--- config.mk ---
export PLATFORM = sky130hd
export DESIGN_NAME = sprite_quad_batcher_core
export DESIGN_NICKNAME = d
export VERILOG_FILES = /design/src/rtl/core/sqb_pkg.sv /design/src/rtl/core/sqb_ram.sv /design/src/rtl/core/sprite_quad_batcher_core.sv
export SDC_FILE = /design/constraint.sdc
export NUM_CORES = 2
export LEC_CHECK = 0
export BUFFER_PORTS_ARGS = -buffer_cell sky130_fd_sc_hd__buf_2
export CAP_MARGIN = 20
export CORE_MARGIN = 5
export CORE_UTILIZATION = 40
export DETAILED_ROUTE_END_ITERATION = 8
export PLACE_DENSITY = 0.52
export REMOVE_ABC_BUFFERS = 1
export SYNTH_ARGS = -nofsm -noshare
export SYNTH_HDL_FRONTEND = slang
export SYNTH_SLANG_ARGS = --single-unit
--- constraint.sdc ---
create_clock -name clock -period 12.7 [get_ports clock]
set_clock_uncertainty 0.05 [all_clocks]
set_input_delay 0.635 -clock clock [delete_from_list [all_inputs] [get_ports clock]]
set_output_delay 0.635 -clock clock [all_outputs]
set_load 0.005 [all_outputs]
--- src/rtl/core/sqb_pkg.sv ---
// Shared types and constants of the sprite quad batcher.
package sqb_pkg;

   localparam int TEXTURE_SLOTS_DEF    = 32;
   localparam int MAX_BATCH_QUADS_DEF  = 65536;
   localparam int SINE_TABLE_DEPTH_DEF = 256;

   localparam logic REQ_DRAW = 1'b0;
   localparam logic REQ_END  = 1'b1;

   typedef struct packed {
      logic              req_type;
      logic signed [23:0] center_x;
      logic signed [23:0] center_y;
      logic signed [15:0] depth_z;
      logic [22:0]        width;
      logic [22:0]        height;
      logic [15:0]        angle;
      logic [15:0]        texture_id;
      logic [31:0]        color_rgba;
   } sqb_req_type;

   typedef struct packed {
      logic signed [23:0] vertex_x;
      logic signed [23:0] vertex_y;
      logic signed [15:0] vertex_z;
      logic               tex_u;
      logic               tex_v;
      logic [4:0]         tex_slot;
      logic [31:0]        vertex_color;
      logic               batch_break;
      logic               batch_end_only;
      logic [16:0]        closed_quads;
      logic               last;
   } sqb_rsp_type;

   typedef enum logic [2:0] {
      ST_IDLE,
      ST_SEARCH,
      ST_SIN,
      ST_COS,
      ST_MUL,
      ST_EMIT,
      ST_END
   } sqb_state_type;

endpackage

--- src/rtl/core/sqb_ram.sv ---
// Generic single-port-write, single-port-read RAM with a registered read.
module sqb_ram #(
   parameter int WIDTH = 16,
   parameter int DEPTH = 32
) (
   input  logic                     clock,
   input  logic                     wr_en,
   input  logic [$clog2(DEPTH)-1:0] wr_addr,
   input  logic [WIDTH-1:0]         wr_data,
   input  logic                     rd_en,
   input  logic [$clog2(DEPTH)-1:0] rd_addr,
   output logic [WIDTH-1:0]         rd_data
);
   logic [WIDTH-1:0] mem [DEPTH];

   always_ff @(posedge clock) begin
      if (wr_en) begin
         mem[wr_addr] <= wr_data;
      end
      if (rd_en) begin
         rd_data <= mem[rd_addr];
      end
   end
endmodule

--- src/rtl/core/sprite_quad_batcher_core.sv ---
// Top level of the sprite quad batcher: slot lookup, rotation and vertex output.
//
//  channel | direction | handshake             | beat
//  req_    | in        | req_valid / req_ready | one quad or one end request
//  rsp_    | out       | rsp_valid / rsp_ready | one vertex, or one end report
//
// A draw request is accepted, searches the slot table unless its texture id is 0
// (one slot table read per cycle in the RAM, over the slots in use), looks up
// sine and cosine, forms four products on the single shared multiplier and
// sends 4 beats of output. An end request sends one end report.
// Reset is synchronous; it empties the batch
// and leaves slot 0 as the only slot in use. The slot table RAM is not
// cleared, since only entries written in the current batch are ever read.
// A stalled output holds its beat in the output register and halts the emit step.
module sprite_quad_batcher_core #(
   parameter int TEXTURE_SLOTS    = sqb_pkg::TEXTURE_SLOTS_DEF,
   parameter int MAX_BATCH_QUADS  = sqb_pkg::MAX_BATCH_QUADS_DEF,
   parameter int SINE_TABLE_DEPTH = sqb_pkg::SINE_TABLE_DEPTH_DEF
) (
   input  logic                clock,
   input  logic                reset,
   input  logic                req_valid,
   output logic                req_ready,
   input  sqb_pkg::sqb_req_type req_data,
   output logic                rsp_valid,
   input  logic                rsp_ready,
   output sqb_pkg::sqb_rsp_type rsp_data
);
   import sqb_pkg::*;

   localparam int SLOT_W = $clog2(TEXTURE_SLOTS);
   localparam int QUAD_W = $clog2(MAX_BATCH_QUADS + 1);
   localparam int IDX_W  = $clog2(SINE_TABLE_DEPTH);
   localparam int PH_W   = $clog2(4 * SINE_TABLE_DEPTH);
   localparam int PM_W   = 16 + PH_W;
   localparam longint unsigned HALF_PI_Q30 = 64'd1686629713;
   localparam logic [PH_W:0] D1 = (PH_W+1)'(SINE_TABLE_DEPTH);
   localparam logic [PH_W:0] D2 = (PH_W+1)'(2 * SINE_TABLE_DEPTH);
   localparam logic [PH_W:0] D3 = (PH_W+1)'(3 * SINE_TABLE_DEPTH);
   localparam logic [PH_W:0] D4 = (PH_W+1)'(4 * SINE_TABLE_DEPTH);
   localparam logic [SLOT_W-1:0] SLOT_LIMIT = SLOT_W'(TEXTURE_SLOTS - 1);
   localparam logic [QUAD_W-1:0] QUAD_LIMIT = QUAD_W'(MAX_BATCH_QUADS);

   // Restoring division, used only while the sine table is built at elaboration.
   function automatic longint unsigned const_udiv(input longint unsigned num,
                                                  input longint unsigned den);
      longint unsigned quo;
      longint unsigned rem;
      quo = '0;
      rem = '0;
      for (int b = 63; b >= 0; b--) begin
         rem = {rem[62:0], num[b]};
         if (rem >= den) begin
            rem    = rem - den;
            quo[b] = 1'b1;
         end
      end
      return quo;
   endfunction

   // Quarter-wave sine entry, round(32768*sin(pi/2*k/D)) by an integer
   // Taylor series with 30 fraction bits; evaluated only at elaboration.
   function automatic logic [14:0] sine_entry(input int k);
      longint unsigned x;
      longint unsigned x2;
      longint unsigned term;
      longint          sm;
      longint unsigned e;
      bit              neg;
      x    = const_udiv(HALF_PI_Q30 * longint'(k), 64'(SINE_TABLE_DEPTH));
      x2   = (x * x) >> 30;
      term = x;
      sm   = longint'(x);
      neg  = 1'b1;
      for (int n = 1; n < 24; n++) begin
         term = const_udiv((term * x2) >> 30, 64'((2 * n) * (2 * n + 1)));
         sm   = neg ? sm - longint'(term) : sm + longint'(term);
         neg  = !neg;
      end
      if (sm < 0) begin
         sm = 0;
      end
      e = (longint'(sm) + 64'd16384) >> 15;
      return (e > 64'd32767) ? 15'd32767 : e[14:0];
   endfunction

   logic [14:0] sine_rom [SINE_TABLE_DEPTH];
   for (genvar g = 0; g < SINE_TABLE_DEPTH; g++) begin : g_rom
      localparam logic [14:0] ENTRY = sine_entry(g);
      assign sine_rom[g] = ENTRY;
   end

   // Control state.
   sqb_state_type state_ff, state_in;
   logic [1:0]        cnt_ff;
   logic [SLOT_W-1:0] slots_ff;
   logic [QUAD_W-1:0] quads_ff;
   logic [SLOT_W-1:0] idx_ff;
   logic              cmp_vld_ff;
   logic              rsp_valid_ff;

   // Payload of the quad at work.
   sqb_req_type          req_ff;
   logic                 brk_ff;
   logic [QUAD_W-1:0]    closed_ff;
   logic [SLOT_W-1:0]    slot_ff;
   logic [SLOT_W-1:0]    cmp_idx_ff;
   logic [PH_W-1:0]      phase_ff;
   logic signed [16:0]   sin_ff;
   logic signed [16:0]   cos_ff;
   logic signed [40:0]   prod_ff [4];
   sqb_rsp_type          rsp_ff;

   // Controls from the output decoder.
   logic accept;
   logic out_free;
   logic ram_rd;
   logic ram_wr;
   logic found;
   logic miss;
   logic load_sin;
   logic load_cos;
   logic do_mul;
   logic do_emit;
   logic do_end;
   logic [15:0] ram_rdata;

   assign out_free = !rsp_valid_ff || rsp_ready;
   assign found    = cmp_vld_ff && (ram_rdata == req_ff.texture_id);
   assign miss     = !cmp_vld_ff && (idx_ff == slots_ff);

   always_comb begin
      state_in = state_ff;
      case (state_ff)
         ST_IDLE: begin
            if (req_valid) begin
               if (req_data.req_type == REQ_END) begin
                  state_in = ST_END;
               end else if (req_data.texture_id == 16'd0) begin
                  state_in = ST_SIN;
               end else begin
                  state_in = ST_SEARCH;
               end
            end
         end
         ST_SEARCH: begin
            if (found || miss) begin
               state_in = ST_SIN;
            end
         end
         ST_SIN:  state_in = ST_COS;
         ST_COS:  state_in = ST_MUL;
         ST_MUL: begin
            if (cnt_ff == 2'd3) begin
               state_in = ST_EMIT;
            end
         end
         ST_EMIT: begin
            if (out_free && cnt_ff == 2'd3) begin
               state_in = ST_IDLE;
            end
         end
         ST_END: begin
            if (out_free) begin
               state_in = ST_IDLE;
            end
         end
         default: state_in = ST_IDLE;
      endcase
   end

   always_comb begin
      req_ready = 1'b0;
      ram_rd    = 1'b0;
      ram_wr    = 1'b0;
      load_sin  = 1'b0;
      load_cos  = 1'b0;
      do_mul    = 1'b0;
      do_emit   = 1'b0;
      do_end    = 1'b0;
      case (state_ff)
         ST_IDLE:   req_ready = 1'b1;
         ST_SEARCH: begin
            ram_rd = !found && (idx_ff != slots_ff);
            ram_wr = !found && miss;
         end
         ST_SIN:    load_sin = 1'b1;
         ST_COS:    load_cos = 1'b1;
         ST_MUL:    do_mul   = 1'b1;
         ST_EMIT:   do_emit  = out_free;
         ST_END:    do_end   = out_free;
         default:   req_ready = 1'b0;
      endcase
   end

   assign accept = req_valid && req_ready;

   sqb_ram #(
      .WIDTH (16),
      .DEPTH (TEXTURE_SLOTS)
   ) u_slot_ram (
      .clock   (clock),
      .wr_en   (ram_wr),
      .wr_addr (slots_ff),
      .wr_data (req_ff.texture_id),
      .rd_en   (ram_rd),
      .rd_addr (idx_ff),
      .rd_data (ram_rdata)
   );

   // Phase of the request angle: (angle * 4D) >> 16, always below 4D.
   logic [PM_W-1:0] phase_prod;
   assign phase_prod = PM_W'(req_data.angle) * PM_W'(4 * SINE_TABLE_DEPTH);

   // Quarter-wave lookup: sine at the phase, cosine a quarter turn later.
   logic [PH_W:0]      trig_arg;
   logic [PH_W:0]      cos_arg;
   logic [PH_W:0]      trig_rem;
   logic [1:0]         trig_quad;
   logic [PH_W:0]      mirror;
   logic signed [16:0] trig_mag;
   logic signed [16:0] trig_val;

   always_comb begin
      cos_arg = {1'b0, phase_ff} + D1;
      if (cos_arg >= D4) begin
         cos_arg = cos_arg - D4;
      end
      trig_arg = load_cos ? cos_arg : {1'b0, phase_ff};
      if (trig_arg >= D3) begin
         trig_quad = 2'd3;
         trig_rem  = trig_arg - D3;
      end else if (trig_arg >= D2) begin
         trig_quad = 2'd2;
         trig_rem  = trig_arg - D2;
      end else if (trig_arg >= D1) begin
         trig_quad = 2'd1;
         trig_rem  = trig_arg - D1;
      end else begin
         trig_quad = 2'd0;
         trig_rem  = trig_arg;
      end
      mirror = D1 - trig_rem;
      if (trig_quad[0]) begin
         if (trig_rem == '0) begin
            trig_mag = 17'sd32768;
         end else begin
            trig_mag = signed'({2'b00, sine_rom[mirror[IDX_W-1:0]]});
         end
      end else begin
         trig_mag = signed'({2'b00, sine_rom[trig_rem[IDX_W-1:0]]});
      end
      trig_val = trig_quad[1] ? -trig_mag : trig_mag;
   end

   // Shared multiplier: w*cos, h*sin, w*sin, h*cos in turn.
   logic signed [23:0] mul_a;
   logic signed [16:0] mul_b;
   logic signed [40:0] mul_p;
   assign mul_a = signed'({1'b0, cnt_ff[0] ? req_ff.height : req_ff.width});
   assign mul_b = (cnt_ff == 2'd0 || cnt_ff == 2'd3) ? cos_ff : sin_ff;
   assign mul_p = 41'(mul_a) * 41'(mul_b);

   // Vertex of corner cnt_ff; bit 0 selects +x, bit 1 selects +y.
   logic signed [42:0] pa, pb, pc, pd;
   logic signed [42:0] ox_sum, oy_sum;
   logic signed [43:0] vx, vy;
   logic signed [23:0] vx_sat, vy_sat;
   logic [SLOT_W+4:0]  slot_ext;
   logic [QUAD_W+16:0] closed_ext;

   always_comb begin
      pa = 43'(prod_ff[0]);
      pb = 43'(prod_ff[1]);
      pc = 43'(prod_ff[2]);
      pd = 43'(prod_ff[3]);
      ox_sum = (cnt_ff[0] ? pa : -pa) - (cnt_ff[1] ? pb : -pb) + 43'sd32768;
      oy_sum = (cnt_ff[0] ? pc : -pc) + (cnt_ff[1] ? pd : -pd) + 43'sd32768;
      vx = 44'(req_ff.center_x) + 44'(ox_sum >>> 16);
      vy = 44'(req_ff.center_y) + 44'(oy_sum >>> 16);
      if (vx > 44'sd8388607) begin
         vx_sat = 24'sh7FFFFF;
      end else if (vx < -44'sd8388608) begin
         vx_sat = 24'sh800000;
      end else begin
         vx_sat = vx[23:0];
      end
      if (vy > 44'sd8388607) begin
         vy_sat = 24'sh7FFFFF;
      end else if (vy < -44'sd8388608) begin
         vy_sat = 24'sh800000;
      end else begin
         vy_sat = vy[23:0];
      end
      slot_ext   = {5'b0, slot_ff};
      closed_ext = {17'b0, closed_ff};
   end

   // Control registers.
   always_ff @(posedge clock) begin
      if (reset) begin
         state_ff     <= ST_IDLE;
         cnt_ff       <= 2'd0;
         slots_ff     <= SLOT_W'(1);
         quads_ff     <= '0;
         idx_ff       <= SLOT_W'(1);
         cmp_vld_ff   <= 1'b0;
         rsp_valid_ff <= 1'b0;
      end else begin
         state_ff <= state_in;
         if (do_emit || do_end) begin
            rsp_valid_ff <= 1'b1;
         end else if (rsp_ready) begin
            rsp_valid_ff <= 1'b0;
         end
         if (do_mul || do_emit) begin
            cnt_ff <= cnt_ff + 2'd1;
         end
         if (accept) begin
            idx_ff     <= SLOT_W'(1);
            cmp_vld_ff <= 1'b0;
            if (req_data.req_type == REQ_END) begin
               quads_ff <= '0;
               slots_ff <= SLOT_W'(1);
            end else if (quads_ff >= QUAD_LIMIT || slots_ff >= SLOT_LIMIT) begin
               // The batch is full: close it before this quad is placed.
               quads_ff <= QUAD_W'(1);
               slots_ff <= SLOT_W'(1);
            end else begin
               quads_ff <= quads_ff + QUAD_W'(1);
            end
         end
         if (ram_rd) begin
            idx_ff     <= idx_ff + SLOT_W'(1);
            cmp_vld_ff <= 1'b1;
         end else if (state_ff == ST_SEARCH) begin
            cmp_vld_ff <= 1'b0;
         end
         if (ram_wr) begin
            slots_ff <= slots_ff + SLOT_W'(1);
         end
      end
   end

   // Payload registers.
   always_ff @(posedge clock) begin
      if (accept) begin
         req_ff   <= req_data;
         phase_ff <= phase_prod[PM_W-1:16];
         slot_ff  <= '0;
         if (req_data.req_type == REQ_END) begin
            brk_ff    <= 1'b1;
            closed_ff <= quads_ff;
         end else if (quads_ff >= QUAD_LIMIT || slots_ff >= SLOT_LIMIT) begin
            brk_ff    <= 1'b1;
            closed_ff <= quads_ff;
         end else begin
            brk_ff    <= 1'b0;
            closed_ff <= '0;
         end
      end
      if (ram_rd) begin
         cmp_idx_ff <= idx_ff;
      end
      if (state_ff == ST_SEARCH) begin
         if (found) begin
            slot_ff <= cmp_idx_ff;
         end else if (miss) begin
            slot_ff <= slots_ff;
         end
      end
      if (load_sin) begin
         sin_ff <= trig_val;
      end
      if (load_cos) begin
         cos_ff <= trig_val;
      end
      if (do_mul) begin
         prod_ff[cnt_ff] <= mul_p;
      end
      if (do_emit) begin
         rsp_ff.vertex_x       <= vx_sat;
         rsp_ff.vertex_y       <= vy_sat;
         rsp_ff.vertex_z       <= req_ff.depth_z;
         rsp_ff.tex_u          <= cnt_ff[0];
         rsp_ff.tex_v          <= cnt_ff[1];
         rsp_ff.tex_slot       <= slot_ext[4:0];
         rsp_ff.vertex_color   <= req_ff.color_rgba;
         rsp_ff.batch_break    <= (cnt_ff == 2'd0) && brk_ff;
         rsp_ff.batch_end_only <= 1'b0;
         rsp_ff.closed_quads   <= (cnt_ff == 2'd0) ? closed_ext[16:0] : 17'd0;
         rsp_ff.last           <= (cnt_ff == 2'd3);
      end else if (do_end) begin
         rsp_ff.vertex_x       <= '0;
         rsp_ff.vertex_y       <= '0;
         rsp_ff.vertex_z       <= '0;
         rsp_ff.tex_u          <= 1'b0;
         rsp_ff.tex_v          <= 1'b0;
         rsp_ff.tex_slot       <= '0;
         rsp_ff.vertex_color   <= '0;
         rsp_ff.batch_break    <= 1'b1;
         rsp_ff.batch_end_only <= 1'b1;
         rsp_ff.closed_quads   <= closed_ext[16:0];
         rsp_ff.last           <= 1'b1;
      end
   end

   assign rsp_valid = rsp_valid_ff;
   assign rsp_data  = rsp_ff;
endmodule
==> flow_metrics.py <==
metrics = {
    "status": {
        "outcome": "finished clean",
    },
    "critical_path": {
        "arrival_ns": 9.97,
        "setup.worst_path.class": "flip-flop to flip-flop",
        "required_ns": 13.12,
        "cp_max_fo": 48,
        "cp-end-kind": "flip-flop",
        "crit_start": "cnt_ff[0]",
        "startpoint_type": "flip-flop",
        "rr_startpoint": "cnt_ff[0]",
    },
    "cells_and_area": {
        "fin_nets": 7452,
        "stdcell_area_sq_mm": 0.0814,
        "finish.utilization": 0.458,
        "syn_to_final_growth_pct": 14.1,
        "drive_gt1_frac": 0.150,
        "nFillCells": 16200,
    },
    "floorplanning": {
        "die_h_um": 432,
        "start_util": 0.401,
        "core_area_sq_mm": 0.178,
        "placementRows": 155,
        "top_level_ports": 304,
        "die_area_sq_mm": 0.187,
        "die_x_um": 432,
    },
    "global_routing": {
        "grt_usage": 0.221,
        "grt_antenna_before_repair": 5,
        "grt_start_max_net_pins": 159,
        "grt_pass1_wl_um": 317000,
        "grt_pass1_vias": 50900,
        "overflow": 0,
    },
    "synth": {
        "synth_largest_area_cell": "edfxtp_1",
        "synth_top_cell_area_share": 0.437,
        "async_flop_share": 0,
        "synthFlopType": "edfxtp_1",
        "syn_avg_cell_area_sq_um": 11.6,
        "ys_types": 110,
        "synth_seq_cells": 1079,
        "ys_warn_count": 0,
        "synthTopCellsByArea": "edfxtp_1, fa_1, ha_1",
        "netlist_area_sq_mm": 0.0713,
        "synth_common_cells": "edfxtp_1, nor2_1, nand2_1",
        "synth-seq-area-share": 0.449,
        "synth.most_common_cell": "edfxtp_1",
        "synth_edf_count": 1039,
        "syn_inst": 6147,
    },
    "sta": {
        "finalSetupViolations": 0,
        "tns_ns": 0,
        "relSlewSlack": 0.210,
        "worst_slew_pin_slew_ns": 1.15,
        "drv_slew": 0,
        "rsz0062_at_grt": "false",
        "finalCriticalPeriod_ns": 9.55,
        "fin_hold_ws_ns": 0.0658,
        "fin_crit_sh": 0.752,
        "hold_violations": 0,
        "max_freq_mhz": 105,
    },
    "route": {
        "via_count": 50400,
        "initialDrtViolationCount": 3958,
        "vias_per_cell": 5.61,
        "postRouteAntennaNets": 0,
        "firstDrtPassIters": 6,
        "wirelength_um": 210000,
        "wire_per_inst_um": 23.3,
        "drc_errors": 0,
    },
    "clock_network": {
        "cts-htree-levels": 3,
        "cts_root_buf": "clkbuf_16",
        "cts_tree": "built",
        "cts_buffers": 120,
        "clkLatencyLatePin_ns": 0.80,
        "post-cts-setup-buffers": 0,
        "clk_pin_slew_ns": 0.06,
        "clock-sinks": 1079,
        "cts_resized": 0,
        "cts_buffer_depth": 3,
    },
    "placement": {
        "placement.io_buffers": 297,
        "placed_area_sq_mm": 0.0756,
        "dp_hpwl_um": 147000,
        "routabilityCongestion": 0.930,
    },
    "job": {
        "drv_cap": 0,
    },
    "worst_hold_path": {
        "worstHoldPathType": "input pin to flip-flop",
        "min_from": "req_data[106]",
    },
}
==> worst max-delay path, stage by stage, from the launching register on <==
cell       delay (ns)
dfxtp_4          0.76
inv_1            0.13
ha_1             0.51
buf_4            0.39
mux2_2           0.65
nand2_1          0.16
fa_1             0.53
inv_1            0.05
fa_1             0.48
inv_1            0.05
fa_1             0.52
fa_1             0.47
fa_1             0.53
inv_1            0.05
fa_1             0.43
ha_1             0.36
a2111oi_0        0.45
o311ai_0         0.20
o21ai_0          0.44
nor2_1           0.16
o31a_1           0.35
a21o_1           0.20
a221o_1          0.35
o311ai_0         0.42
nand2b_1         0.12
xor2_1           0.40
==> area by class of cell <==
| class | instances | area, sq um | share of cell area |
|---|---|---|---|
| Multi-Input combinational cell | 4275 | 36400 | 0.447 |
| Timing Repair Buffer | 611 | 4330 | 0.0533 |
| Sequential cell | 1079 | 32000 | 0.393 |
| Clock inverter | 77 | 878 | 0.0108 |
| Clock buffer | 146 | 3150 | 0.0387 |
| Tap cell | 2355 | 2950 | 0.0362 |
| Inverter | 445 | 1680 | 0.0206 |
| Antenna cell | 2 | 5.00 | 0.0000615 |
==> layer usage <==
layer | global-route usage | routed length, um
met1 | 0.292 | 88500
met2 | 0.374 | 102000
met3 | 0.0308 | 11400
met4 | 0.0736 | 7650
met5 | 0.00260 | 75
==> metrics by stage <==
| stage | setup WS [ns] | cells |
|---|---|---|
| global route | 2.58 | 8990 |
| floorplan | 1.00 | 5799 |
| global placement | 3.16 | 8592 |
| CTS | 3.10 | 8982 |
| detailed placement | 3.13 | 8596 |
| finish | 3.15 | 8990 |
==> state kept, by name, indices dropped and copies added (netlist names), 2 cells and up <==
| register | count |
|---|---|
| state_ff | 3 |
| cmp_idx_ff | 5 |
| phase_ff | 10 |
| slot_ff | 5 |
| idx_ff | 5 |
| req_ff | 158 |
| u_slot_ram.rd_data | 16 |
| sin_ff | 17 |
| quads_ff | 17 |
| u_slot_ram.mem | 512 |
| cos_ff | 17 |
| closed_ff | 17 |
| rsp_data | 123 |
| prod_ff | 164 |
| cnt_ff | 2 |
| slots_ff | 5 |
==> cells in the final DEF, fill, tap and decap left out, drive strengths merged, types with 71 or more instances in the layout <==
| cell | instances |
|---|---|
| ha | 422 |
| a31oi | 73 |
| and3 | 86 |
| nand2b | 71 |
| o21ai | 220 |
| a21o | 91 |
| nor3 | 120 |
| xnor2 | 201 |
| dlygate4sd3 | 163 |
| clkbuf | 146 |
| nand2 | 488 |
| nor2 | 507 |
| xor2 | 150 |
| mux4 | 181 |
| a21oi | 355 |
| edfxtp | 1039 |
| buf | 448 |
| fa | 319 |
| nand3 | 81 |
| inv | 446 |
==> cells by family (layout without fill, tap and decap cells) <==
logic type	after synthesis	after routing	share of synthesized area
mux	300	300	0.0749
flops	1079	1079	0.449
simple gates	1646	1646	0.110
compound gates	1236	1236	0.115
fa+ha+maj	741	741	0.164
other cells	0	2	0
buf+inv	793	1279	0.0441
xor+xnor	352	352	0.0440
==> repair_timing <==
action | 4_1_cts | 5_1_grt
hold buffers | 163 | 0
endpoints found under the setup margin | 0 | 0
hold endpoints to repair | 163 | 0
==> path summary, 6_finish.rpt <==
check                                       to  slack [ns]  cells past startpoint
worst max-delay path            prod_ff[2][35]        3.15                     25
worst min-delay path               req_ff[106]        0.07                      1
worst max register to register  prod_ff[2][35]        3.15                     25
worst min register to register   closed_ff[16]        0.36                      0
Power is not shown: default switching activity piles up to over one toggle a cycle in this logic, so the estimate is an artifact.
